**src/hdl/cilp_pkg.sv**
```systemverilog
// shared constants for the c integer literal parser
package cilp_pkg;

   // default accumulator width and fixed result width
   localparam int DEFAULT_VALUE_WIDTH = 32;
   localparam int RESULT_WIDTH        = 32;

   // stream payload widths
   localparam int REQ_TDATA_WIDTH = 8;
   localparam int RSP_TDATA_WIDTH = 40;

   // character codes
   localparam logic [7:0] CHAR_NUL   = 8'h00;
   localparam logic [7:0] CHAR_ZERO  = 8'h30;
   localparam logic [7:0] CHAR_ONE   = 8'h31;
   localparam logic [7:0] CHAR_SEVEN = 8'h37;
   localparam logic [7:0] CHAR_NINE  = 8'h39;
   localparam logic [7:0] CHAR_UP_A  = 8'h41;
   localparam logic [7:0] CHAR_UP_F  = 8'h46;
   localparam logic [7:0] CHAR_UP_L  = 8'h4c;
   localparam logic [7:0] CHAR_UP_X  = 8'h58;
   localparam logic [7:0] CHAR_LO_A  = 8'h61;
   localparam logic [7:0] CHAR_LO_F  = 8'h66;
   localparam logic [7:0] CHAR_LO_L  = 8'h6c;
   localparam logic [7:0] CHAR_LO_X  = 8'h78;

   // value of a letter hex digit is its offset plus ten
   localparam logic [7:0] HEX_LETTER_BASE = 8'h0a;

endpackage

```
**src/hdl/c_integer_literal_parser.sv**
```systemverilog
// c integer literal parser: one character per transaction, one result per literal
// a character is registered in the input register, then processed from it; the result of
// a nul is registered in the result register and shows on rsp from there
// throughput: one character per cycle, set by the shift-and-add accumulate step; a nul is held while a result waits
// reset: synchronous, active high; clears phase, accumulator and both valid flags
module c_integer_literal_parser
   import cilp_pkg::*;
#(
   parameter int VALUE_WIDTH = DEFAULT_VALUE_WIDTH
) (
   input  logic                       clock,
   input  logic                       reset,
   // req_tdata: [7:0] char_in
   input  logic                       req_tvalid,
   output logic                       req_tready,
   input  logic [REQ_TDATA_WIDTH-1:0] req_tdata,
   // rsp_tdata: [31:0] value, [32] error, [39:33] zero
   output logic                       rsp_tvalid,
   input  logic                       rsp_tready,
   output logic [RSP_TDATA_WIDTH-1:0] rsp_tdata
);

   typedef enum logic [2:0] {
      PH_START,
      PH_ZERO,
      PH_DEC,
      PH_OCT,
      PH_HEX,
      PH_SUFFIX,
      PH_ERR
   } phase_type;

   // input register
   logic       in_valid_ff, in_valid_in;
   logic [7:0] char_ff, char_in;

   // parser state
   phase_type              phase_ff, phase_in;
   logic [VALUE_WIDTH-1:0] acc_ff, acc_in;

   // result register
   logic                    rsp_valid_ff, rsp_valid_in;
   logic [RESULT_WIDTH-1:0] value_ff, value_in;
   logic                    error_ff, error_in;

   // decode signals
   logic                          is_nul, is_dec, is_oct, is_suffix, is_x;
   logic                          is_hex_lo, is_hex_up;
   logic [7:0]                    hex_code;
   logic [3:0]                    digit;
   logic [VALUE_WIDTH-1:0]        digit_ext, acc_dec, acc_oct, acc_hex;
   logic [VALUE_WIDTH+RESULT_WIDTH-1:0] acc_wide;
   logic                          proc;

   // character classes
   assign is_nul    = (char_ff == CHAR_NUL);
   assign is_dec    = (char_ff >= CHAR_ZERO) && (char_ff <= CHAR_NINE);
   assign is_oct    = (char_ff >= CHAR_ZERO) && (char_ff <= CHAR_SEVEN);
   assign is_hex_lo = (char_ff >= CHAR_LO_A) && (char_ff <= CHAR_LO_F);
   assign is_hex_up = (char_ff >= CHAR_UP_A) && (char_ff <= CHAR_UP_F);
   assign is_suffix = (char_ff == CHAR_LO_L) || (char_ff == CHAR_UP_L);
   assign is_x      = (char_ff == CHAR_LO_X) || (char_ff == CHAR_UP_X);

   // digit value for any radix
   always_comb begin
      hex_code = char_ff - CHAR_ZERO;
      if (is_hex_lo) begin
         hex_code = char_ff - CHAR_LO_A + HEX_LETTER_BASE;
      end else if (is_hex_up) begin
         hex_code = char_ff - CHAR_UP_A + HEX_LETTER_BASE;
      end
   end
   assign digit     = hex_code[3:0];
   assign digit_ext = {{(VALUE_WIDTH-4){1'b0}}, digit};

   // shift-and-add accumulate, wrapping at the accumulator width
   assign acc_dec = (acc_ff << 3) + (acc_ff << 1) + digit_ext;
   assign acc_oct = (acc_ff << 3) + digit_ext;
   assign acc_hex = (acc_ff << 4) + digit_ext;

   // accumulator cut or extended to the result width
   assign acc_wide = {{RESULT_WIDTH{1'b0}}, acc_ff};

   // the held character advances unless it is a nul blocked by a full result register
   assign proc       = in_valid_ff && (!is_nul || !rsp_valid_ff || rsp_tready);
   assign req_tready = !in_valid_ff || proc;

   // next state
   always_comb begin
      in_valid_in  = in_valid_ff && !proc;
      char_in      = char_ff;
      phase_in     = phase_ff;
      acc_in       = acc_ff;
      rsp_valid_in = rsp_valid_ff && !rsp_tready;
      value_in     = value_ff;
      error_in     = error_ff;

      if (req_tvalid && req_tready) begin
         in_valid_in = 1'b1;
         char_in     = req_tdata;
      end

      if (proc) begin
         if (is_nul) begin
            // end of literal: emit result and restart
            rsp_valid_in = 1'b1;
            error_in     = (phase_ff == PH_START) || (phase_ff == PH_ERR);
            value_in     = ((phase_ff == PH_START) || (phase_ff == PH_ERR)) ?
                           '0 : acc_wide[RESULT_WIDTH-1:0];
            phase_in     = PH_START;
            acc_in       = '0;
         end else begin
            unique case (phase_ff)
               PH_START: begin
                  acc_in = '0;
                  if (char_ff == CHAR_ZERO) begin
                     phase_in = PH_ZERO;
                  end else if (is_dec) begin
                     acc_in   = digit_ext;
                     phase_in = PH_DEC;
                  end else begin
                     phase_in = PH_ERR;
                  end
               end
               PH_ZERO, PH_OCT: begin
                  if ((phase_ff == PH_ZERO) && is_x) begin
                     phase_in = PH_HEX;
                  end else if (is_oct) begin
                     acc_in   = acc_oct;
                     phase_in = PH_OCT;
                  end else begin
                     phase_in = is_suffix ? PH_SUFFIX : PH_ERR;
                  end
               end
               PH_DEC: begin
                  if (is_dec) begin
                     acc_in = acc_dec;
                  end else begin
                     phase_in = is_suffix ? PH_SUFFIX : PH_ERR;
                  end
               end
               PH_HEX: begin
                  if (is_dec || is_hex_lo || is_hex_up) begin
                     acc_in = acc_hex;
                  end else begin
                     phase_in = is_suffix ? PH_SUFFIX : PH_ERR;
                  end
               end
               default: begin
                  phase_in = PH_ERR;
               end
            endcase
         end
      end
   end

   // control registers
   always_ff @(posedge clock) begin
      if (reset) begin
         in_valid_ff  <= 1'b0;
         rsp_valid_ff <= 1'b0;
         phase_ff     <= PH_START;
         acc_ff       <= '0;
      end else begin
         in_valid_ff  <= in_valid_in;
         rsp_valid_ff <= rsp_valid_in;
         phase_ff     <= phase_in;
         acc_ff       <= acc_in;
      end
   end

   // payload registers
   always_ff @(posedge clock) begin
      char_ff  <= char_in;
      value_ff <= value_in;
      error_ff <= error_in;
   end

   // result port
   assign rsp_tvalid = rsp_valid_ff;
   assign rsp_tdata  = {{(RSP_TDATA_WIDTH-RESULT_WIDTH-1){1'b0}}, error_ff, value_ff};

`ifndef ASSERT_OFF
   // an error result carries a zero value
   assert property (@(posedge clock) disable iff (reset)
      rsp_valid_ff |-> (!error_ff || (value_ff == '0)))
      else $error("error result with nonzero value");

   // a processed nul returns the parser to its start phase with a clear accumulator
   assert property (@(posedge clock) disable iff (reset)
      (proc && is_nul) |=> ((phase_ff == PH_START) && (acc_ff == '0) && rsp_valid_ff))
      else $error("parser not restarted after end of literal");

   // the start phase always holds a clear accumulator
   assert property (@(posedge clock) disable iff (reset)
      (phase_ff == PH_START) |-> (acc_ff == '0))
      else $error("accumulator not clear in start phase");

   // an empty input register always takes a character
   assert property (@(posedge clock) disable iff (reset)
      !in_valid_ff |-> req_tready)
      else $error("input stalled while input register empty");
`endif

endmodule
```
**config.mk**
```make
export PLATFORM = sky130hd
export DESIGN_NAME = c_integer_literal_parser
export DESIGN_NICKNAME = d
export VERILOG_FILES = /design/src/hdl/cilp_pkg.sv /design/src/hdl/c_integer_literal_parser.sv
export SDC_FILE = /design/constraint.sdc
export NUM_CORES = 1
export LEC_CHECK = 0
export ABC_AREA = 0
export BUFFER_PORTS_ARGS = -buffer_cell sky130_fd_sc_hd__buf_2
export CORE_ASPECT_RATIO = 1.25
export CORE_MARGIN = 3
export CORE_UTILIZATION = 50
export DETAILED_ROUTE_END_ITERATION = 10
export GPL_ROUTABILITY_DRIVEN = 0
export PLACE_DENSITY = 0.69
export SKIP_LAST_GASP = 1
export SYNTH_ARGS = -nofsm -noshare
export SYNTH_HDL_FRONTEND = slang
export SYNTH_SLANG_ARGS = --single-unit
```
**constraint.sdc**
```tcl
create_clock -name clock -period 7.7 [get_ports clock]
set_input_delay 0.385 -clock clock [delete_from_list [all_inputs] [get_ports clock]]
set_output_delay 0.385 -clock clock [all_outputs]
set_load 0.02 [all_outputs]
```
# Word-level counts from Yosys, hierarchy flattened
# Index checks and enable logic that the tools add are counted.
# word_totals
register_bits	78
latch_bits	0
ram_bits	0
mem_bits_ro	0
inputBits	12
word_cells	90
n_memories	0
# op_classes
addsub	9
mul	0
n_div	0
order_cmp	7
n_eq_ne	16
shift	0
muxes	22
bitwise_logic	0
reduce_logical	29
# ops
cell	count
$mux 32	5
$pmux 32 s4	1
$add 32x4->32	3
$add 32x32->32	1
$eq 8x7->1 const B	4
$mux 3	7
$ne 3x3->1 const B	6
$ge 8x7->1 const B	2
$le 8x6->1 const B	2
$le 8x7->1 const B	2
$mux 4	4
$pmux 3 s4	1
$sub 4x1->4 const B	3
$logic_and 1x1->1	9
$add 4x4->4 const B	2
$eq 8x6->1 const B	1
$ge 8x6->1 const B	1
$logic_not 8->1	1
$logic_or 1x1->1	8
$eq 3x2->1 const B	2
$eq 3x3->1 const B	2
$reduce_and 6->1	1
$logic_not 1->1	5
$reduce_bool 5->1	1
7 further kinds	9

# Depth between registers and ports, before layout
# Gate-level depths: netlist of the first run.
# logic_depth
ltp_word	9
depth_mapped	17

# Worst setup path before layout of the first run
# OpenSTA, ideal clock, no wires.
# synth_timing
path_type	register to register
from	reg char_ff[0]
to	reg acc_ff[22]
arrival_ps	3720
required_ps	7583
slack_ps	3863
stages_incl_launch_ff	16
synth_period_minus_slack_ps	3837
cell_sequence	edfxtp_1 -> inv_1 -> ha_1 -> nand2b_1 -> o211a_4 -> or2_2 -> fa_1 -> inv_1 -> fa_1 -> nand2b_1 -> a21o_1 -> a211o_1 -> a21boi_0 -> xnor2_1 -> o21ai_0 -> a22o_1
# synth_via
elab_chain_len	9
elab_cells_between_ends	44
# synth_lines
element	line_no	text
start: declaration	c_integer_literal_parser.sv:35	logic [7:0] char_ff, char_in;
start signal: assignment	c_integer_literal_parser.sv:174	char_ff <= char_in;
$sub 4x1->4 (tied with other cells)	c_integer_literal_parser.sv:68, c_integer_literal_parser.sv:70	
$add 4x4->4 / $logic_and 1x1->1 (equally long branches)	c_integer_literal_parser.sv:68, c_integer_literal_parser.sv:70, c_integer_literal_parser.sv:60	
$mux 4	c_integer_literal_parser.sv:69	end else if (is_hex_up) begin
$mux 4	c_integer_literal_parser.sv:67	if (is_hex_lo) begin
$add 32x4->32	c_integer_literal_parser.sv:78	assign acc_oct = (acc_ff << 3) + digit_ext;
$mux 32	c_integer_literal_parser.sv:128	end else if (is_oct) begin
$mux 32	c_integer_literal_parser.sv:126	if ((phase_ff == PH_ZERO) && is_x) begin
$pmux 32 s4	c_integer_literal_parser.sv:113	unique case (phase_ff)
$mux 32	c_integer_literal_parser.sv:104	if (is_nul) begin
end signal: assignment	c_integer_literal_parser.sv:168	acc_ff <= acc_in;
end: declaration	c_integer_literal_parser.sv:39	logic [VALUE_WIDTH-1:0] acc_ff, acc_in;
# Several ways; a longest one is shown, not always the timed one. The select of a mux whose other input is x is not followed.
# A chain may end at the register's enable or synchronous reset.

# Final worst setup path of the first run
# Same ends and word-level chain as after synthesis.

==> flow_summary.yaml, run 1 <==
status:
  status: "finished clean"
global_route:
  grt_pass1_wl_mm: 27.1
  grt_usage_pct: 23.6
  grt_pass1_vias: 5480
  grt_start_max_net_pins: 37
  grt_remaining_overflow: 0
  antenna_found_initial: 0
synth:
  synth_edf_count: 41
  ys.flop_type: "edfxtp_1"
  ys_warn_count: 0
  ys_seq_area_share_pct: 31.3
  syn_area_um2: 6290
  ys_types: 78
  ys_ff_latch: 78
  ys_async_sr_fraction_pct: 0
  syn_inst: 709
  avgSynthCellArea_um2: 8.87
sta:
  slew-limit-headroom_pct: 17.2
  max_freq_mhz: 236
  fin_skew_ns: 0.00740
  slew_viol_final: 0
  rsz0062_at_grt: "no"
  setup_slack_ns: 3.46
  setup_violations: 0
  min_period_over_period_pct: 55.0
  period_needed_ns: 4.24
  worst_slew_pin_slew_ns: 1.24
  totalNegativeSetupSlack_ns: 0
  hold_viol: 0
layout:
  diodes: 0
  area_growth_syn_to_layout_pct: 9.35
  drive_above_1_share_pct: 11.9
  final_util_pct: 56.3
  finalNonFillerCells: 906
  final_nets: 814
clock_tree:
  htree_levels: 3
  cts_root_buffer: "clkbuf_16"
  cts-resized-gates: 0
  cts_made_buffers: 9
  clock_latency_ns: 0.34
  clock-sinks: 78
  cts_tree: "yes"
  holdBufCountCts: 0
  clk_pin_slew_ns: 0.07
  post_cts_buffers: 0
  cts_buffer_depth: 2
detailed_routing:
  avgRoutedWirePerCell_um: 18.2
  antenna_left: 0
  drc_errors: 0
  viasPerCell: 6.36
  detail_route.first_pass.iterations: 5
  wirelength_mm: 16.5
  vias: 5758
  drt_iter0_drc: 305
power_and_ir_drop:
  ir_worst_vdd_mv: 0.0976
  power.total_mw: 0.934
  leakagePower_nw: 2.68
  p_per_area_nw_per_um2: 136
setup_path:
  critPathTopFamily: "compound AO/OA/AOI/OAI gates"
  critPathArrivalTime_ns: 4.48
  worst-setup-path-type: "reg2reg"
  critPathMaxStageDelay_ns: 0.52
  critPathCaptureType: "flop"
  required_ns: 7.94
  r2r_slack_ns: 3.46
  slowest_stage: "fa_1"
  start_kind: "flop"
  path_cells: "inv_1 -> ha_1 -> nand2b_1 -> o211a_4 -> or2_2 -> fa_1 -> inv_1 -> fa_1 -> nand2b_1 -> a21o_1 -> a211o_1 -> a21boi_0 -> xnor2_1 -> o21ai_0 -> a22o_1"
  critPathMaxFanout: 8
  crit_buf_inv: 2
  r2r-start: "char_ff[0]$_DFFE_PP_"
  crit_start: "char_ff[0]$_DFFE_PP_"
floorplanning:
  rows: 45
  io_pins: 54
  die_h_um: 131
  dieArea_um2: 14000
  initial_core_util_pct: 51.5
  die_w_um: 106
  core_um2: 12200
placement:
  portBuffers: 46
  hpwl_mm: 12.0
  place_ws_ns: 3.49
  numPlacedInstances: 890
min_path:
  worst_hold_path_type: "in2reg"
  hold_start: "req_tdata[0]"
job:
  cap_violations: 0
==> final cells by class <==
cell class              count  area (µm²)
flip-flops and latches     78        1970
clock buffers              12         246
inverters                  16        60.1
clock inverters             4        31.3
multi-input cells         582        4110
repair buffers             50         260
fillers                  1122        5340
well taps                 164         205
==> flip-flops by register name, indices dropped and copies added, names as in the netlist <==
name / count
acc_ff: 32
value_ff: 32
char_ff: 8
phase_ff: 3
error_ff: 1
in_valid_ff: 1
rsp_tvalid: 1
==> synthesized netlist by cell type (all sizes together) (14+ instances only) <==
master,count,area (µm²)
nand2,65,244
nor2,45,169
xnor2,22,193
o31ai,14,105
inv,15,56.3
nor2b,31,194
edfxtp,41,1230
dfxtp,37,741
ha,63,788
nand3,24,120
a21oi,45,229
o21ai,45,229
clkbuf,20,75.1
buf,19,115
a22oi,20,150
==> worst paths after layout <==
| path | to | depth (start not counted) |
|---|---|---|
| max | acc_ff[22]$_SDFFE_PP0P_ | 15 |
| min reg2reg | acc_ff[30]$_SDFFE_PP0P_ | 2 |
| max reg2reg | acc_ff[22]$_SDFFE_PP0P_ | 15 |
| min | char_ff[0]$_DFFE_PP_ | 1 |
==> logic make-up (layout without fill, tap and decap cells) <==
group                    count (synthesis)  after routing  synth area share, %
AND/OR/NAND/NOR                        244            244                 20.2
AO/OA/AOI/OAI                          232            232                 26.5
flip-flops                              78             78                 31.3
adder cells (fa/ha/maj)                 66             66                 13.3
buffers and inverters                   55             82                 3.98
XOR/XNOR                                33             33                 4.59
other                                    1              7               0.0596
==> routing by layer <==
metal	routed length, µm	global-route usage (%)
met5	0	0
met4	462	10.4
met3	845	3.34
met2	8240	39.9
met1	6960	29.9
==> metrics by stage <==
stage,hold slack [ns],instance area (µm²)
6_report,0.212,6880
5_1_grt,0.209,6880
4_1_cts,0.207,6880
3_5_place_dp,0.486,6600
3_3_place_gp,0.482,6600
2_1_floorplan,0.458,6310
==> cell usage in the layout, fill, tap and decap left out, types with 8 or more instances in the layout <==
cell / instances
a21o_1: 11
buf_2: 46
xor2_1: 11
nor2b_1: 31
o21a_1: 8
xnor2_1: 22
nor3_1: 10
dfxtp_1: 37
clkbuf_16: 9
a22o_1: 9
a21oi_1: 44
nand2_1: 65
nand4_1: 11
a22oi_1: 20
o21ai_0: 43
a32oi_1: 8
a211oi_1: 11
inv_1: 15
nor2_1: 44
o31ai_1: 14
edfxtp_1: 41
nand3_1: 24
ha_1: 63
==> report_power, final <==
part / internal, mW / switching [mW] / total (mW)
Combinational: 0.0229 / 0.0508 / 0.0737
Sequential: 0.440 / 0.0104 / 0.450
Clock: 0.229 / 0.181 / 0.410
No activity file was read; power rests on OpenSTA's default activity.
==> run 2, diff against run 1 <==
--- a/config.mk
+++ b/config.mk
@@ -12,7 +12,7 @@
 export CORE_UTILIZATION = 50
 export DETAILED_ROUTE_END_ITERATION = 10
 export GPL_ROUTABILITY_DRIVEN = 0
-export PLACE_DENSITY = 0.69
+export PLACE_DENSITY = 0.71
 export SKIP_LAST_GASP = 1
 export SYNTH_ARGS = -nofsm -noshare
 export SYNTH_HDL_FRONTEND = slang
==> constraint.sdc (replaced) <==
create_clock -name clock -period 3.45 [get_ports clock]
set_input_delay 0.1725 -clock clock [delete_from_list [all_inputs] [get_ports clock]]
set_output_delay 0.1725 -clock clock [all_outputs]
set_load 0.02 [all_outputs]
==> run 2 against run 1 <==
Effect of this change: the flow now finishes with violations (negative setup slack); flip-flop and latch count did not move; cell area rose by 8.9%; wire length rose by 6.7%; combinational power rose to 2.9 times the previous value; non-clock buffer count rose by 55; sequential share of layout area fell by 2.3 points; setup slack got worse by 3.6 ns; largest cell class unchanged; highest routed layer unchanged.
==> flow_summary.yaml, run 2 (synthesis results as in run 1) <==
detailed_routing:
  detail_route.first_pass.iterations: 5
  drt_iter0_drc: 333
  wirelength_mm: 17.6
  antenna_left: 0
  drc_errors: 0
  viasPerCell: 6.27
  vias: 6028
  avgRoutedWirePerCell_um: 18.3
layout:
  layout_commonest_cell: "nand2_1"
  finalNonFillerCells: 961
  diodes: 0
  final_nets: 869
  layout_common_cells: "65 x nand2_1, 61 x ha_1, 51 x buf_4"
  drive_above_1_share_pct: 19.9
  n_fill_cell: 1047
  largestRegisters: "acc_ff: 32 flops, value_ff: 32 flops, char_ff: 8 flops"
  fin_area_um2: 7490
  area_growth_syn_to_layout_pct: 19.1
setup_path:
  worst-setup-path-type: "reg2reg"
  required_ns: 3.73
  r2r_slack_ns: -0.16
  crit_buf_inv: 3
  cp_common_cell: "nand2b_4"
  critPathMaxStageDelay_ns: 0.52
  cp.depth: 16
  critPathMaxFanout: 4
  path_cells: "inv_2 -> ha_4 -> nand2b_4 -> o211a_4 -> or2_4 -> fa_1 -> inv_1 -> fa_2 -> nand2b_4 -> a21o_1 -> a211o_4 -> buf_4 -> nor2_4 -> nor4_2 -> o32a_1 -> nand3_1"
  critPathCaptureType: "flop"
  critPathTopFamily: "compound AO/OA/AOI/OAI gates"
  start_kind: "flop"
  slowest_stage: "fa_1"
  r2r_cells: 16
  critPathArrivalTime_ns: 3.90
floorplanning:
  die_h_um: 131
  dieArea_um2: 14000
  initial_core_util_pct: 51.5
  die_w_um: 106
  io_pins: 54
  rows: 45
  core_um2: 12200
sta:
  min_period_over_period_pct: 105
  setup_violations: 13
  worst_slew_pin_slew_ns: 0.884
  slew-limit-headroom_pct: 41.0
  slew_viol_final: 0
  hold_ws_ns: 0.0907
  rsz0062_at_grt: "yes"
  hold_viol: 0
  max_freq_mhz: 277
  setup_slack_ns: -0.162
  fin_skew_ns: 0.00563
  period_needed_ns: 3.61
placement:
  numPlacedInstances: 931
  portBuffers: 46
  hpwl_mm: 12.5
  placed_area_um2: 6950
global_route:
  grt_usage_pct: 25.0
  grt_pass1_vias: 5937
  antenna_found_initial: 0
  grt_remaining_overflow: 0
  grt_pass1_wl_mm: 28.5
  grt_start_max_net_pins: 25
clock_tree:
  cts_made_buffers: 9
  clk_pin_slew_ns: 0.06
  cts_root_buffer: "clkbuf_16"
  clock-sinks: 78
  cts_buffer_depth: 2
  clock_latency_ns: 0.34
  cts_tree: "yes"
  htree_levels: 3
power_and_ir_drop:
  leakagePower_nw: 3.00
  p_per_area_nw_per_um2: 297
  p_sw_mw: 0.532
  clockPowerShare_pct: 45.3
  seqPwrFrac_pct: 45.1
  internal-power_mw: 1.69
  swShare_pct: 23.9
  power.total_mw: 2.22
  pwr-share-comb_pct: 9.6
  ir_worst_vdd_mv: 0.234
status:
  violations: "negative setup slack"
  status: "finished, violations left"
job:
  cap_violations: 0
min_path:
  worst_hold_path_type: "in2reg"
  hold_depth: 3
==> run 2: changes by cell type in the layout (fill, tap and decap cells not counted), sizes merged <==
cell / change
buf: +47
dlygate4sd3: +8
clkinv: +4
clkinvlp: -3
bufinv: +2
clkbuf: -2
inv: -1
==> run 2: per-stage QoR <==
stage                     utilization (%)  setup TNS, ns  setup WS, ns
after global routing                 61.3          -3.43        -0.259
after CTS                            60.8         -0.541       -0.0979
after detailed placement             56.9          -2.36        -0.214
after floorplan                         -        -0.0517       -0.0517
after global placement               56.9         -0.732        -0.108
final                                61.3          -1.06        -0.162
==> run 2: power by group through the flow <==
stage / logic [mW] / clock network (mW) / registers (mW)
after detailed placement: 0.196 / 0 / 1.02
after global routing: 0.232 / 1.05 / 1.00
after CTS: 0.207 / 1.01 / 1.00
after floorplan: 0.138 / 0 / 1.01
after global placement: 0.190 / 0 / 1.02
final: 0.214 / 1.01 / 1.00
==> run 2: worst min-delay path, delay by kind of cell <==
kind | cells | cell delay [ns]
AO/OA/AOI/OAI | 1 | 0.06
buffers and inverters | 2 | 0.15
==> run 2: repair_timing <==
action                                 in CTS  in global routing
endpoints found under the hold margin       7                  1
buffers inserted                            4                  2
gates resized for setup                    17                 15
hold buffers                                7                  1
setup endpoints to repair                  19                 22
pin swaps                                  12                 14
==> run 2: final timing paths <==
path / from / endpoint
setup / recovery: char_ff[1]$_DFFE_PP_ / acc_ff[30]$_SDFFE_PP0P_
hold / removal: req_tvalid / in_valid_ff$_SDFF_PP0_
setup reg to reg: char_ff[1]$_DFFE_PP_ / acc_ff[30]$_SDFFE_PP0P_
hold reg to reg: acc_ff[30]$_SDFFE_PP0P_ / acc_ff[30]$_SDFFE_PP0P_
==> run 2: routing by layer <==
| layer | global-route usage (%) | vias to the layer above | part of all wire, % |
|---|---|---|---|
| met4 | 12.8 | 0 | 4.2 |
| li1 | - | 2859 | - |
| met1 | 28.8 | 2898 | 39 |
| met2 | 43.6 | 213 | 51 |
| met3 | 4.82 | 58 | 5.5 |
| met5 | 0 | - | 0 |
==> run 2: cell type report <==
class                           instances  area [µm²]  area share (%)
Timing Repair Buffer                  105         693            9.25
Inverter                               16        60.1           0.802
Multi-Input combinational cell        582        4260            56.8
Sequential cell                        78        1970            26.3
Clock buffer                           10         229            3.06
Tap cell                              164         205            2.74
Clock inverter                          6        76.3            1.02
==> run 3, diff against run 2 <==
--- a/config.mk
+++ b/config.mk
@@ -9,10 +9,9 @@
 export BUFFER_PORTS_ARGS = -buffer_cell sky130_fd_sc_hd__buf_2
 export CORE_ASPECT_RATIO = 1.25
 export CORE_MARGIN = 3
-export CORE_UTILIZATION = 50
+export CORE_UTILIZATION = 40
 export DETAILED_ROUTE_END_ITERATION = 10
 export GPL_ROUTABILITY_DRIVEN = 0
-export PLACE_DENSITY = 0.71
 export SKIP_LAST_GASP = 1
 export SYNTH_ARGS = -nofsm -noshare
 export SYNTH_HDL_FRONTEND = slang
==> run 3 against run 2 <==
Effect of this change: the run still ends with negative setup slack left; critical path depth fell by 1; combinational power barely moved; count of clock-buffer cells in the layout is 1 lower; clock skew is 0.0048 ns higher; global-route usage is 4.0 points lower; flip-flop and latch count stayed put; via count fell by 1.8%; critical path type unchanged; highest routed layer unchanged.
==> flow_summary.yaml, run 3 (synthesis results as in run 1) <==
placement:
  placed_area_um2: 7060
  portBuffers: 46
  hpwl_mm: 13.4
clock_tree:
  cts_root_buffer: "clkbuf_16"
  htree_levels: 3
  clk_pin_slew_ns: 0.07
  cts_made_buffers: 9
  cts_tree: "yes"
  cts_buffer_depth: 2
  clock-sinks: 78
  clock_latency_ns: 0.36
floorplanning:
  core_um2: 15200
  die_w_um: 118
  die_h_um: 146
  initial_core_util_pct: 41.4
  dieArea_um2: 17300
  rows: 50
  io_pins: 54
power_and_ir_drop:
  p_per_area_nw_per_um2: 281
  ir_worst_vdd_mv: 0.227
  leakagePower_nw: 3.04
  power.total_mw: 2.17
setup_path:
  path_cells: "inv_2 -> ha_4 -> nand2b_4 -> o211a_4 -> or2_4 -> fa_1 -> inv_1 -> fa_2 -> nand2b_4 -> a21o_1 -> a211o_4 -> a21boi_4 -> xnor2_2 -> o21ai_1 -> a22o_1"
  worst-setup-path-type: "reg2reg"
  critPathArrivalTime_ns: 3.81
  required_ns: 3.71
  slowest_stage: "fa_1"
  crit_start: "char_ff[0]$_DFFE_PP_"
  critPathMaxFanout: 5
  r2r_cells: 15
  r2r-end: "acc_ff[22]$_SDFFE_PP0P_"
  r2r_slack_ns: -0.11
  critPathMaxStageDelay_ns: 0.50
  critPathCaptureType: "flop"
  start_kind: "flop"
  cp_common_cell: "nand2b_4"
  r2r-start: "char_ff[0]$_DFFE_PP_"
layout:
  n_fill_cell: 1414
  drive_above_1_share_pct: 22.1
  largestRegisters: "acc_ff: 32 flops, value_ff: 32 flops, char_ff: 8 flops"
  layout_common_cells: "63 x nand2_1, 60 x buf_4, 59 x ha_1"
  final_util_pct: 50.7
  fin_area_um2: 7700
  area_growth_syn_to_layout_pct: 22.4
  diodes: 0
  layout_commonest_cell: "nand2_1"
  final_nets: 878
status:
  violations: "negative setup slack"
  status: "finished, violations left"
sta:
  hold_viol: 0
  setup_slack_ns: -0.106
  period_needed_ns: 3.56
  slew-limit-headroom_pct: 42.5
  rsz0062_at_grt: "yes"
  fin_skew_ns: 0.0105
  min_period_over_period_pct: 103
  max_freq_mhz: 281
  setup_violations: 9
  worst_slew_pin_slew_ns: 0.861
  slew_viol_final: 0
global_route:
  grt_remaining_overflow: 0
  grt_usage_pct: 21.0
  grt_start_max_net_pins: 25
  antenna_found_initial: 0
  grt_pass1_vias: 5830
  grt_pass1_wl_mm: 29.7
detailed_routing:
  drc_errors: 0
  wirelength_mm: 18.1
  vias: 5918
  viasPerCell: 5.84
  avgRoutedWirePerCell_um: 17.8
  antenna_left: 0
  drt_iter0_drc: 300
  detail_route.first_pass.iterations: 5
job:
  cap_violations: 0
min_path:
  hold_depth: 3
  holdPathEnd: "in_valid_ff$_SDFF_PP0_"
  hold_start: "req_tvalid"
  worst_hold_path_type: "in2reg"
-- run 3: cell count changes in the layout (fill, tap and decap cells not counted), moves of 2 or more --
cell	delta
buf_4	+9
ha_4	+2
nand2_2	+2
o21ai_0	-2
xnor2_1	-4
xnor2_2	+4
ha_1	-2
nand2_1	-2
-- run 3: metal layers --
layer / routed length [µm] / part of all wire [%] / track usage (%)
met4: 696 / 3.8 / 10.5
met2: 9190 / 51 / 37.8
met3: 812 / 4.5 / 2.79
met5: 0 / 0 / 0
met1: 7380 / 41 / 24.3
-- run 3: how the worst max path moves through the flow --
stage / to / slack, ns
final: acc_ff[22]$_SDFFE_PP0P_ / -0.11
after detailed placement: acc_ff[22]$_SDFFE_PP0P_ / -0.25
after floorplan: acc_ff[22]$_SDFFE_PP0P_ / -0.05
after global routing: acc_ff[22]$_SDFFE_PP0P_ / -0.21
after global placement: acc_ff[22]$_SDFFE_PP0P_ / -0.15
after CTS: acc_ff[22]$_SDFFE_PP0P_ / -0.09
-- run 3: layout make-up --
class / count / area, µm² / area share, %
Tap cell: 208 / 260 / 3.38
Multi-Input combinational cell: 582 / 4370 / 56.7
Clock inverter: 7 / 55.1 / 0.715
Timing Repair Buffer: 114 / 761 / 9.87
Sequential cell: 78 / 1970 / 25.6
Inverter: 16 / 60.1 / 0.779
Clock buffer: 9 / 225 / 2.92
-- run 3: critical path: cells and delay by family, from the launching register on --
kind | cells | cell delay (ns)
AO/OA/AOI/OAI | 6 | 1.31
adder cells (fa/ha/maj) | 3 | 0.98
AND/OR/NAND/NOR | 3 | 0.44
flip-flops | 1 | 0.43
buffers and inverters | 2 | 0.17
XOR/XNOR | 1 | 0.13
-- run 3: report_power, final --
part	switching, mW	total (mW)	leakage, nW	internal [mW]
clock network	0.401	0.949	0.139	0.548
logic	0.129	0.217	2.21	0.0885
registers	0.0182	1.00	0.687	0.982
-- run 3: timing repair --
item                       CTS  global route
hold buffers                 8             0
hold endpoints to repair     8             0
setup buffers                5             4
setup endpoints to repair   19            22
pin swaps                   12            27
gates resized for setup     17            35
gates cloned                 0             0
-- run 3: metrics by stage --
stage	TNS [ns]	cells	hold WS [ns]	setup slack, ns
final	-0.463	1014	0.0757	-0.106
after floorplan	-0.0517	715	0.271	-0.0517
after global placement	-1.14	982	0.349	-0.152
after global routing	-2.34	1014	0.0862	-0.210
after CTS	-0.408	1011	0.0640	-0.0893
after detailed placement	-2.56	982	0.351	-0.252
